<file path="config.mk">
export PLATFORM = sky130hd
export DESIGN_NAME = go_back_n_sender_window
export DESIGN_NICKNAME = d
export VERILOG_FILES = /design/src/rtl/gbn_pkg.sv /design/src/rtl/go_back_n_sender_window.sv
export SDC_FILE = /design/constraint.sdc
export NUM_CORES = 1
export LEC_CHECK = 0
export BUFFER_PORTS_ARGS = -buffer_cell sky130_fd_sc_hd__buf_2
export CORE_UTILIZATION = 25
export DETAILED_ROUTE_END_ITERATION = 16
export PLACE_DENSITY = 0.47
export REMOVE_ABC_BUFFERS = 1
export SLEW_MARGIN = 20
export SYNTH_ARGS = -nofsm -noshare
export SYNTH_HDL_FRONTEND = slang
export SYNTH_SLANG_ARGS = --single-unit
</file>
<file path="constraint.sdc">
create_clock -name clk -period 8.55 [get_ports clk]
set_input_delay 0.4275 -clock clk [delete_from_list [all_inputs] [get_ports clk]]
set_output_delay 0.4275 -clock clk [all_outputs]
set_load 0.05 [all_outputs]
</file>
<file path="src/rtl/gbn_pkg.sv">
// Shared constants and codes for the Go-Back-N sender window.
package gbn_pkg;

	localparam int WINDOW_MAX  = 16;
	localparam int MAX_PAYLOAD = 256;

	localparam logic [4:0]  WINDOW_RESET  = 5'd10;
	localparam logic [15:0] TIMEOUT_RESET = 16'd15;

	localparam logic [1:0] REQ_SEND = 2'd0;
	localparam logic [1:0] REQ_ACK  = 2'd1;
	localparam logic [1:0] REQ_TICK = 2'd2;

	localparam logic [2:0] EV_SENT    = 3'd0;
	localparam logic [2:0] EV_RETX    = 3'd1;
	localparam logic [2:0] EV_REFUSED = 3'd2;
	localparam logic [2:0] EV_ACK     = 3'd3;
	localparam logic [2:0] EV_DROPPED = 3'd4;

	localparam logic CFG_WINDOW  = 1'b0;
	localparam logic CFG_TIMEOUT = 1'b1;

	typedef logic [8:0]  len_t;
	typedef logic [31:0] seq_t;
	typedef logic [3:0]  slot_t;

endpackage

</file>
<file path="src/rtl/go_back_n_sender_window.sv">
// Go-Back-N sender window: sequence numbering, slot lengths, ack tracking and timed resend.
// Each transaction runs through a small sequencer that shares one restoring remainder unit:
// the slot of a sequence number (seq mod window) is found one dividend bit per cycle.
// A send request divides, writes its slot length and puts its result; an acknowledgement or
// a refused send puts its result directly; a tick that resends nothing returns to idle with no
// result; and a resend burst divides once, then reads and puts each packet resent (up to the
// window, at most 16); a stalled output adds its stall to any transaction that has a result. The block
// is not ready while a transaction is in work; a finished result waits in the output register
// and the next transaction is still taken. Slot lengths sit in a 16-entry memory with
// registered read; a window register of 0 acts as 1 and values above 16 act as 16.
module go_back_n_sender_window (
	input  logic                  clk,
	input  logic                  arst_n,
	input  logic                  cfg_we,
	input  logic                  cfg_index,
	input  logic [15:0]           cfg_data,
	input  logic                  in_valid,
	output logic                  in_ready,
	input  logic [1:0]            req_type,
	input  gbn_pkg::len_t         payload_length,
	input  gbn_pkg::seq_t         ack_num,
	input  logic                  ack_good,
	output logic                  out_valid,
	input  logic                  out_ready,
	output logic [2:0]            event_kind,
	output gbn_pkg::seq_t         seq_num,
	output gbn_pkg::slot_t        slot,
	output gbn_pkg::len_t         length_out,
	output logic                  last,
	output logic                  all_done
);

	typedef enum logic [2:0] {
		S_IDLE,
		S_EXEC,
		S_DIV,
		S_SEND,
		S_RD,
		S_PUT
	} state_t;

	state_t state_q;

	logic [4:0]     win_q;
	logic [15:0]    timeout_q;
	gbn_pkg::seq_t  base_q;
	gbn_pkg::seq_t  next_q;
	logic           running_q;
	logic [15:0]    elapsed_q;
	logic           end_sent_q;

	logic [1:0]     op_q;
	gbn_pkg::len_t  len_q;
	gbn_pkg::seq_t  ack_q;
	logic           good_q;

	logic [4:0]     w_q;
	gbn_pkg::seq_t  div_q;
	logic [4:0]     bit_q;
	gbn_pkg::slot_t slot_q;
	gbn_pkg::seq_t  rs_seq_q;
	logic [4:0]     cnt_q;
	logic           resend_q;
	gbn_pkg::len_t  rd_q;

	logic [2:0]     st_kind_q;
	gbn_pkg::seq_t  st_seq_q;
	gbn_pkg::slot_t st_slot_q;
	gbn_pkg::len_t  st_len_q;
	logic           st_done_q;

	logic           out_valid_q;
	logic [2:0]     kind_q;
	gbn_pkg::seq_t  seq_out_q;
	gbn_pkg::slot_t slot_out_q;
	gbn_pkg::len_t  len_out_q;
	logic           last_q;
	logic           done_q;

	gbn_pkg::len_t  slot_lengths [gbn_pkg::WINDOW_MAX];

	logic [4:0]     w_eff;
	gbn_pkg::seq_t  flight;
	gbn_pkg::seq_t  ack_next;
	logic [15:0]    elapsed_sat;
	logic [4:0]     rem_t;
	logic [4:0]     rem_sub;
	gbn_pkg::len_t  len_sat;
	gbn_pkg::seq_t  next_inc;
	logic [4:0]     slot_inc;
	logic           can_load;
	logic           put_fire;
	logic           tick_fire;
	logic           resend_go;

	always_comb begin
		if (win_q == 5'd0) begin
			w_eff = 5'd1;
		end else if (win_q > 5'(gbn_pkg::WINDOW_MAX)) begin
			w_eff = 5'(gbn_pkg::WINDOW_MAX);
		end else begin
			w_eff = win_q;
		end
	end

	assign flight      = next_q - base_q;
	assign ack_next    = ack_q + 32'd1;
	assign elapsed_sat = (elapsed_q != 16'hFFFF) ? elapsed_q + 16'd1 : elapsed_q;
	assign rem_t       = {slot_q, div_q[31]};
	assign rem_sub     = rem_t - w_q;
	assign len_sat     = (len_q > 9'(gbn_pkg::MAX_PAYLOAD)) ? 9'(gbn_pkg::MAX_PAYLOAD) : len_q;
	assign next_inc    = next_q + 32'd1;
	assign slot_inc    = {1'b0, slot_q} + 5'd1;
	assign can_load    = !out_valid_q || out_ready;
	assign put_fire    = (state_q == S_PUT) && can_load;
	assign tick_fire   = running_q && (elapsed_sat >= timeout_q);
	assign resend_go   = tick_fire && (flight != 32'd0);

	assign in_ready   = (state_q == S_IDLE);
	assign out_valid  = out_valid_q;
	assign event_kind = kind_q;
	assign seq_num    = seq_out_q;
	assign slot       = slot_out_q;
	assign length_out = len_out_q;
	assign last       = last_q;
	assign all_done   = done_q;

	// slot length store: written on send, read registered during resend
	always_ff @(posedge clk) begin
		if (state_q == S_SEND) begin
			slot_lengths[slot_q] <= len_sat;
		end
		if (state_q == S_RD) begin
			rd_q <= slot_lengths[slot_q];
		end
	end

	always_ff @(posedge clk or negedge arst_n) begin
		if (!arst_n) begin
			state_q     <= S_IDLE;
			win_q       <= gbn_pkg::WINDOW_RESET;
			timeout_q   <= gbn_pkg::TIMEOUT_RESET;
			base_q      <= 32'd1;
			next_q      <= 32'd1;
			running_q   <= 1'b0;
			elapsed_q   <= 16'd0;
			end_sent_q  <= 1'b0;
			out_valid_q <= 1'b0;
			resend_q    <= 1'b0;
			cnt_q       <= 5'd0;
			bit_q       <= 5'd0;
		end else begin
			if (cfg_we) begin
				if (cfg_index == gbn_pkg::CFG_WINDOW) begin
					win_q <= cfg_data[4:0];
				end else begin
					timeout_q <= cfg_data;
				end
			end

			// hold a waiting result until it is taken
			out_valid_q <= put_fire || (out_valid_q && !out_ready);

			unique case (state_q)
				S_IDLE: begin
					if (in_valid) begin
						op_q    <= req_type;
						len_q   <= payload_length;
						ack_q   <= ack_num;
						good_q  <= ack_good;
						state_q <= S_EXEC;
					end
				end

				S_EXEC: begin
					w_q       <= w_eff;
					resend_q  <= (op_q == gbn_pkg::REQ_TICK) && resend_go;
					st_slot_q <= '0;
					st_len_q  <= '0;
					case (op_q)
						gbn_pkg::REQ_SEND: begin
							st_seq_q  <= '0;
							st_done_q <= end_sent_q && (base_q == next_q);
							if (flight < {27'd0, w_eff} && !end_sent_q) begin
								div_q   <= next_q;
								slot_q  <= '0;
								bit_q   <= 5'd31;
								state_q <= S_DIV;
							end else begin
								st_kind_q <= gbn_pkg::EV_REFUSED;
								state_q   <= S_PUT;
							end
						end
						gbn_pkg::REQ_ACK: begin
							if (good_q) begin
								base_q    <= ack_next;
								running_q <= (ack_next != next_q);
								elapsed_q <= 16'd0;
								st_kind_q <= gbn_pkg::EV_ACK;
								st_seq_q  <= ack_q;
								st_done_q <= end_sent_q && (ack_next == next_q);
							end else begin
								st_kind_q <= gbn_pkg::EV_DROPPED;
								st_seq_q  <= '0;
								st_done_q <= end_sent_q && (base_q == next_q);
							end
							state_q <= S_PUT;
						end
						gbn_pkg::REQ_TICK: begin
							if (tick_fire) begin
								elapsed_q <= 16'd0;
							end else if (running_q) begin
								elapsed_q <= elapsed_sat;
							end
							// resend at most one window, starting at the base
							if (resend_go) begin
								cnt_q    <= (flight > {27'd0, w_eff}) ? w_eff : flight[4:0];
								rs_seq_q <= base_q;
								div_q    <= base_q;
								slot_q   <= '0;
								bit_q    <= 5'd31;
								state_q  <= S_DIV;
							end else begin
								state_q <= S_IDLE;
							end
						end
						default: begin
							state_q <= S_IDLE;
						end
					endcase
				end

				S_DIV: begin
					// restoring remainder: one dividend bit per cycle
					slot_q <= (rem_t >= w_q) ? rem_sub[3:0] : rem_t[3:0];
					div_q  <= {div_q[30:0], 1'b0};
					bit_q  <= bit_q - 5'd1;
					if (bit_q == 5'd0) begin
						state_q <= resend_q ? S_RD : S_SEND;
					end
				end

				S_SEND: begin
					st_kind_q <= gbn_pkg::EV_SENT;
					st_seq_q  <= next_q;
					st_slot_q <= slot_q;
					st_len_q  <= len_sat;
					st_done_q <= (end_sent_q || (len_sat == 9'd0)) && (base_q == next_inc);
					if (base_q == next_q) begin
						running_q <= 1'b1;
						elapsed_q <= 16'd0;
					end
					if (len_sat == 9'd0) begin
						end_sent_q <= 1'b1;
					end
					next_q  <= next_inc;
					state_q <= S_PUT;
				end

				S_RD: begin
					state_q <= S_PUT;
				end

				S_PUT: begin
					if (can_load) begin
						if (resend_q) begin
							kind_q     <= gbn_pkg::EV_RETX;
							seq_out_q  <= rs_seq_q;
							slot_out_q <= slot_q;
							len_out_q  <= rd_q;
							last_q     <= (cnt_q == 5'd1);
							done_q     <= end_sent_q && (base_q == next_q);
							// advance to the next outstanding packet
							rs_seq_q   <= rs_seq_q + 32'd1;
							slot_q     <= (slot_inc == w_q) ? '0 : slot_inc[3:0];
							cnt_q      <= cnt_q - 5'd1;
							state_q    <= (cnt_q == 5'd1) ? S_IDLE : S_RD;
						end else begin
							kind_q     <= st_kind_q;
							seq_out_q  <= st_seq_q;
							slot_out_q <= st_slot_q;
							len_out_q  <= st_len_q;
							last_q     <= 1'b1;
							done_q     <= st_done_q;
							state_q    <= S_IDLE;
						end
					end
				end

				default: begin
					state_q <= S_IDLE;
				end
			endcase
		end
	end

	a_div_window: assert property (@(posedge clk) disable iff (!arst_n)
		state_q == S_DIV |-> (w_q >= 5'd1 && w_q <= 5'(gbn_pkg::WINDOW_MAX)))
		else $error("remainder unit running with window out of range");

	a_slot_in_window: assert property (@(posedge clk) disable iff (!arst_n)
		state_q == S_RD |-> ({1'b0, slot_q} < w_q))
		else $error("resend slot outside the window");

	a_resend_count: assert property (@(posedge clk) disable iff (!arst_n)
		(state_q == S_RD || (state_q == S_PUT && resend_q)) |-> cnt_q != 5'd0)
		else $error("resend burst with no packets left");

	a_send_advance: assert property (@(posedge clk) disable iff (!arst_n)
		state_q == S_SEND |=> next_q == $past(next_q) + 32'd1)
		else $error("send did not advance the next sequence number");

endmodule

</file>
# Word-level counts from Yosys, hierarchy flattened

Memories as Yosys holds them, arrays and structs flattened. A register that Yosys moved wholly into a read port is not among the register bits.
Cells that the tools add are included.

Bits in registers: 334
Bits in latches: 0
RAM bits: 144
Bits in read-only memories: 0
Output and inout bits: 52
Logic and storage cells: 191
Memories: 1

Add/sub/neg operators: 9
Multipliers: 0
Div/mod/pow operators: 0
Order comparisons: 6
Equality and inequality tests: 31
Shift operators: 0
Muxes and demuxes: 68
Bitwise logic cells: 1
Reduce and logical (&&, ||, !) cells: 44

Memories:

| name         | words | width | read ports | clocked after memory_dff | wr ports | line                          | text |
|---|---|---|---|---|---|---|---|
| slot_lengths | 16    | 9     | 1          | 1                        | 1        | go_back_n_sender_window.sv:80 | `gbn_pkg::len_t slot_lengths [gbn_pkg::WINDOW_MAX];` |

Operators with widths:

| operator                                      | number |
|---|---|
| case mux 32 bit (2 select lines)              | 5 |
| two-way mux 32 bit                            | 7 |
| adder 32 x 1 -> 32 bit, second input constant | 3 |
| == test 32 bit                                | 3 |
| two-way mux 16 bit                            | 5 |
| case mux 16 bit (2 select lines)              | 2 |
| two-way mux 5 bit                             | 9 |
| greater-than comparator 32 x 5 -> 1 bit       | 1 |
| < comparator 32 x 5 -> 1 bit                  | 1 |
| inequality test 32 bit                        | 1 |
| nonzero test 32 bit                           | 1 |
| subtractor 32 bit                             | 1 |
| case mux 5 bit (2 select lines)               | 3 |
| two-way mux 4 bit                             | 7 |
| two-way mux 3 bit                             | 9 |
| two-way mux 9 bit                             | 2 |
| case mux 9 bit (2 select lines)               | 1 |
| adder 16 x 1 -> 16 bit, second input constant | 1 |
| greater-or-equal comparator 16 bit            | 1 |
| inequality test 16 bit, second input constant | 1 |
| case mux 4 bit (2 select lines)               | 2 |
| case mux 3 bit (5 select lines)               | 1 |
| AND reduction 3 bit                           | 5 |
| AND reduction 5 bit                           | 3 |
| 40 further kinds                              | 84 |

# Longest topological paths before layout

Depth after elaboration: 8
Mapped depth: 23
Mapped depth without buffers: 20

# Worst setup path before layout

No wires, ideal clock.

Kind: register to register
Start point: register elapsed_q[4]
End point: register div_q[0] (enable)
Setup time: 0.421 ns
Arrival time: 4.926 ns
Data required time: 8.129 ns
Path slack: 3.203 ns
Stages on the path, launching flop included: 22
Buffers on the path: 2
Period minus slack after synthesis: 5.347 ns
Cells stage by stage: dfrtp_1 -> clkbuf_1 -> and4_1 -> nand2_1 -> nor2_1 -> and3_1 -> nand3_1 -> or2_2 -> clkbuf_1 -> nand2_1 -> nor2_1 -> nand3_1 -> xnor2_1 -> ha_1 -> o21a_1 -> nor2_1 -> o21ai_0 -> nand4_1 -> o22a_1 -> a31oi_1 -> a221oi_4 -> nor2_1

Word-level cells in the longest chain between the ends: 7
Elaborated cells on any way between the ends: 8

Ends and longest elaborated chain:

| element                                                          | line                           | text |
|---|---|---|
| from (decl)                                                      | go_back_n_sender_window.sv:49  | `logic [15:0] elapsed_q;` |
| from (signal assigned)                                           | go_back_n_sender_window.sv:213 | `elapsed_q <= elapsed_sat;` |
| adder 16 x 1 -> 16 bit or inequality test 16 bit (tied branches) | go_back_n_sender_window.sv:108 | `assign elapsed_sat = (elapsed_q != 16'hFFFF) ? elapsed_q + 16'd1 : elapsed_q;` |
| two-way mux 16 bit (*)                                           | go_back_n_sender_window.sv:108 |  |
| greater-or-equal comparator 16 bit (*)                           | go_back_n_sender_window.sv:116 | `assign tick_fire = running_q && (elapsed_sat >= timeout_q);` |
| logical AND 1 bit (*)                                            | go_back_n_sender_window.sv:116 |  |
| logical AND 1 bit (*)                                            | go_back_n_sender_window.sv:117 | `assign resend_go = tick_fire && (flight != 32'd0);` |
| inequality test 3 bit (no line) (*)                              | -                              |  |
| AND reduction 5 bit (no line) (*)                                | -                              |  |
| to (signal assigned)                                             | go_back_n_sender_window.sv:185 | `div_q <= next_q;` |
| to (signal assigned)                                             | go_back_n_sender_window.sv:219 | `div_q <= base_q;` |
| to (signal assigned)                                             | go_back_n_sender_window.sv:236 | `div_q <= {div_q[30:0], 1'b0};` |
| to (decl)                                                        | go_back_n_sender_window.sv:58  | `gbn_pkg::seq_t div_q;` |

Mark *: on every way between the ends. The rest lies on a longest branch, timed or not.
A chain may end at the register's enable or synchronous reset.

# Final worst setup path

Start point: register elapsed_q[4]
End point: register rs_seq_q[11] (enable)

Word-level cells in the longest chain between the ends: 7
Elaborated cells on any way between the ends: 8

Ends and longest elaborated chain:

| element                                                          | line                           | text |
|---|---|---|
| adder 16 x 1 -> 16 bit or inequality test 16 bit (tied branches) | go_back_n_sender_window.sv:108 |  |
| two-way mux 16 bit (*)                                           | go_back_n_sender_window.sv:108 |  |
| greater-or-equal comparator 16 bit (*)                           | go_back_n_sender_window.sv:116 |  |
| logical AND 1 bit (*)                                            | go_back_n_sender_window.sv:116 |  |
| logical AND 1 bit (*)                                            | go_back_n_sender_window.sv:117 |  |
| inequality test 2 bit (no line) (*)                              | -                              |  |
| AND reduction 6 bit (no line) (*)                                | -                              |  |
| to (signal assigned)                                             | go_back_n_sender_window.sv:218 | `rs_seq_q <= base_q;` |
| to (signal assigned)                                             | go_back_n_sender_window.sv:274 | `rs_seq_q <= rs_seq_q + 32'd1;` |
| to (decl)                                                        | go_back_n_sender_window.sv:61  | `gbn_pkg::seq_t rs_seq_q;` |

Marked as above.

==> out/qor.txt <==
outcome - finished clean
cts repair resizes - 0
share of layout cells above drive strength 1 - 16.84%
simple-gate portion of the synthesized area - 13.21%
Starting DRT DRC Count - 1395
CP max FO - 22
Comb pwr share - 30.4%
drt wl/cell - 20.17 um
Pwr per Cell Area - 279.5 nW/um^2
nets - 2487
placed instance count - 3588
cell with the most instances after synthesis - edfxtp_1
Post-synth top cells - edfxtp_1, nand2_1, nor2_1
Period minus WS final - 5.540 ns
DRT Pass-1 Iters - 6
post-synth top area share - 43.44%
data required time of the worst path - 8.85 ns
Cell Area, Synth - 25510 sq um
vias per cell - 4.759
clk slew on worst S/H paths - 0.06 ns
largest cells by area after synthesis - edfxtp_1, dfrtp_1, mux4_2, xnor2_1, nand2_1
worst setup path class - flop to flop
Fill cells - 10296
Seq/Total Area, Yosys - 55.05%
Final HPWL DP - 53420 um
overflow left after global routing - 0
sum of negative setup slack - 0 ns
Vias - 17880
XOR/XNOR share of the synthesized area - 6.832%
Final Slew Violations - 0
Mapped Cells - 2220
Syn. warnings - 0
first-pass GRT wire length - 115000 um
Setup Skew - 0.02528 ns
Layout area overhead - 17.70%
initial antenna violation count - 3
Syn Area/Cell - 11.49 sq um
Tot GR Track Use - 14.61%
crit path cell chain - and4_1 -> nand2_1 -> nor2_1 -> and3_1 -> nand3_1 -> or2_2 -> nand2_1 -> nor2_1 -> nand3_1 -> xnor2_1 -> ha_1 -> o21a_1 -> nor2_1 -> o21ai_0 -> nand4_1 -> o22a_1 -> a31oi_1 -> o21a_1 -> and2_1 -> buf_4
worst skew pair latency - 0.66 ns
cell area after layout - 30030 sq um
antenna-violating nets left - 0
CTS tree - done
Final Hold Viols - 0
proportion of synthesized area in mux cells - 7.534%
Peak Freq - 180.5 MHz
vias in the first global route - 18096
CP max-delay cell - and2_1
Synth Area in Adders - 3.541%
die area - 103300 sq um
multi-input combinational cell area - 10640 sq um
Hold WS - 0.04080 ns
largest family of logic cells by synthesized area - simple AND/OR/NAND/NOR gates
worst hold-check path type - primary input to flop
Post-synth EDFFs - 369
Max clock buf depth - 3
GPL Wtd Cong - 0.8589
Worst-Margin Slew - 1.092 ns
htree depth - 2
most used cell along the critical path - nor2_1
async set or reset register ratio after synthesis - 24.23%
crit path launch type - flop
Initial Util - 25.36%
Crit. End Element - flop
largest net degree at the start of global routing - 58
Num Clock Sinks - 487
fin cells - 3757
register share of total power - 39.8%
cell taking the most area after synthesis - edfxtp_1
chip width - 321.4 um
clk root buf - clkbuf_16
CP delay by family, top - simple AND/OR/NAND/NOR gates
Port Buf Inserts - 117
unrepaired setup endpoints after global routing - false
FP Rows - 116
Clk pwr share - 29.8%
worst rel slew slack - 27.06%
Max VDD drop - 0.0001781 V
# DRC - 0
CP arrival - 5.84 ns
Switching Power - 2.999 mW
Final Setup Violations - 0
Die H - 321.4 um
internal power - 5.393 mW
synthesis-stage register bit count - 487
CTS Buf Count - 57
worst path buffer plus inverter count - 1
DRT Wirelength - 75760 um
IO Pins - 118
Reg area - 14040 sq um
P_leak - 11.00 nW
Primary FF master, synth - edfxtp_1
DP Area - 27480 sq um
complex-gate fraction of the synthesized area - 10.37%
Final Cycle Share - 64.79%
Yosys cell types - 83
switch share - 35.73%
max-cap violations - 0
critical path's largest stage delay - 0.63 ns
Core Region - 100600 sq um
-- power by group through the flow --
stage | clock network [mW] | logic (mW) | registers [mW]
after global routing | 2.66 | 2.82 | 3.39
after CTS | 2.57 | 2.57 | 3.34
after floorplan | 0 | 1.66 | 3.37
after detailed placement | 0 | 2.53 | 3.38
after global placement | 0 | 2.51 | 3.37
final | 2.50 | 2.55 | 3.34
-- timing repair --
| item | CTS | global route |
|---|---|---|
| endpoints found under the hold margin | 90 | 0 |
| hold buffers | 60 | 0 |
| setup buffers | 0 | 0 |
-- sequential cells by signal, summed over array words and instances, names as in the netlist, 5 cells and up --
register / count
rd_q: 9
ack_q: 32
base_q: 32
rs_seq_q: 32
slot_lengths: 144
cnt_q: 5
bit_q: 5
div_q: 32
st_seq_q: 32
timeout_q: 16
w_q: 5
elapsed_q: 16
len_q: 9
length_out: 9
st_len_q: 9
next_q: 32
seq_num: 32
win_q: 5
-- worst paths after layout --
path / from / endpoint / slack, ns / depth (start not counted)
worst max-delay path: elapsed_q[4] / rs_seq_q[11] / 3.01 / 20
min in group asynchronous: arst_n / timeout_q[12] / 0.23 / 2
worst min register to register: win_q[4] / w_q[4] / 0.48 / 0
worst max register to register: elapsed_q[4] / rs_seq_q[11] / 3.01 / 20
worst min-delay path: cfg_data[7] / timeout_q[7] / 0.04 / 2
max in group asynchronous: arst_n / base_q[15] / 7.23 / 3
-- placed cells by master, fill, tap and decap left out, types with 32 or more instances in the layout --
master / instances
a21oi_1: 83
a22o_1: 37
a31oi_1: 47
and3_1: 32
buf_2: 116
clkbuf_16: 57
dfrtp_1: 109
dlygate4sd3_1: 60
edfxtp_1: 369
ha_1: 69
inv_1: 93
mux2_2: 70
mux4_2: 45
nand2_1: 232
nand3_1: 61
nand4_1: 46
nor2_1: 169
o21ai_0: 104
xnor2_1: 112
xor2_1: 87
-- layer usage --
metal / vias up / wire (um) / global-route usage, % / share of wire, %
met5: - / 0 / 0 / 0
met4: 0 / 1567 / 4.328 / 2.1
met2: 433 / 34250 / 22.86 / 45
li1: 8374 / - / - / -
met1: 8984 / 36170 / 20.67 / 48
met3: 89 / 3770 / 2.267 / 5.0
-- per-stage QoR --
step | utilization, % | setup slack (ns) | power (mW)
after floorplan | - | 3.378 | 5.032
after global placement | 27.33 | 3.235 | 5.883
after detailed placement | 27.33 | 3.072 | 5.914
after CTS | 29.84 | 3.012 | 8.481
after global routing | 29.85 | 2.667 | 8.864
final | 29.85 | 3.010 | 8.391
-- cells by family (layout without fill, tap and decap cells) --
logic type / after synthesis / in the layout
buf+inv: 222 / 401
fa+ha+maj: 71 / 71
flops: 487 / 487
mux: 127 / 127
xor+xnor: 199 / 199
compound gates: 404 / 404
other cells: 0 / 1
simple gates: 710 / 710
-- cell type report --
type | instances | share of cell area (%)
antenna | 1 | 0.008334
clock buffer | 60 | 4.788
clock inverter | 48 | 1.638
inverter | 94 | 1.175
multi-input combinational | 1511 | 35.44
sequential | 487 | 46.78
tap | 1357 | 5.655
timing repair buffer | 199 | 4.521
Power figures use the tool's default switching activity.
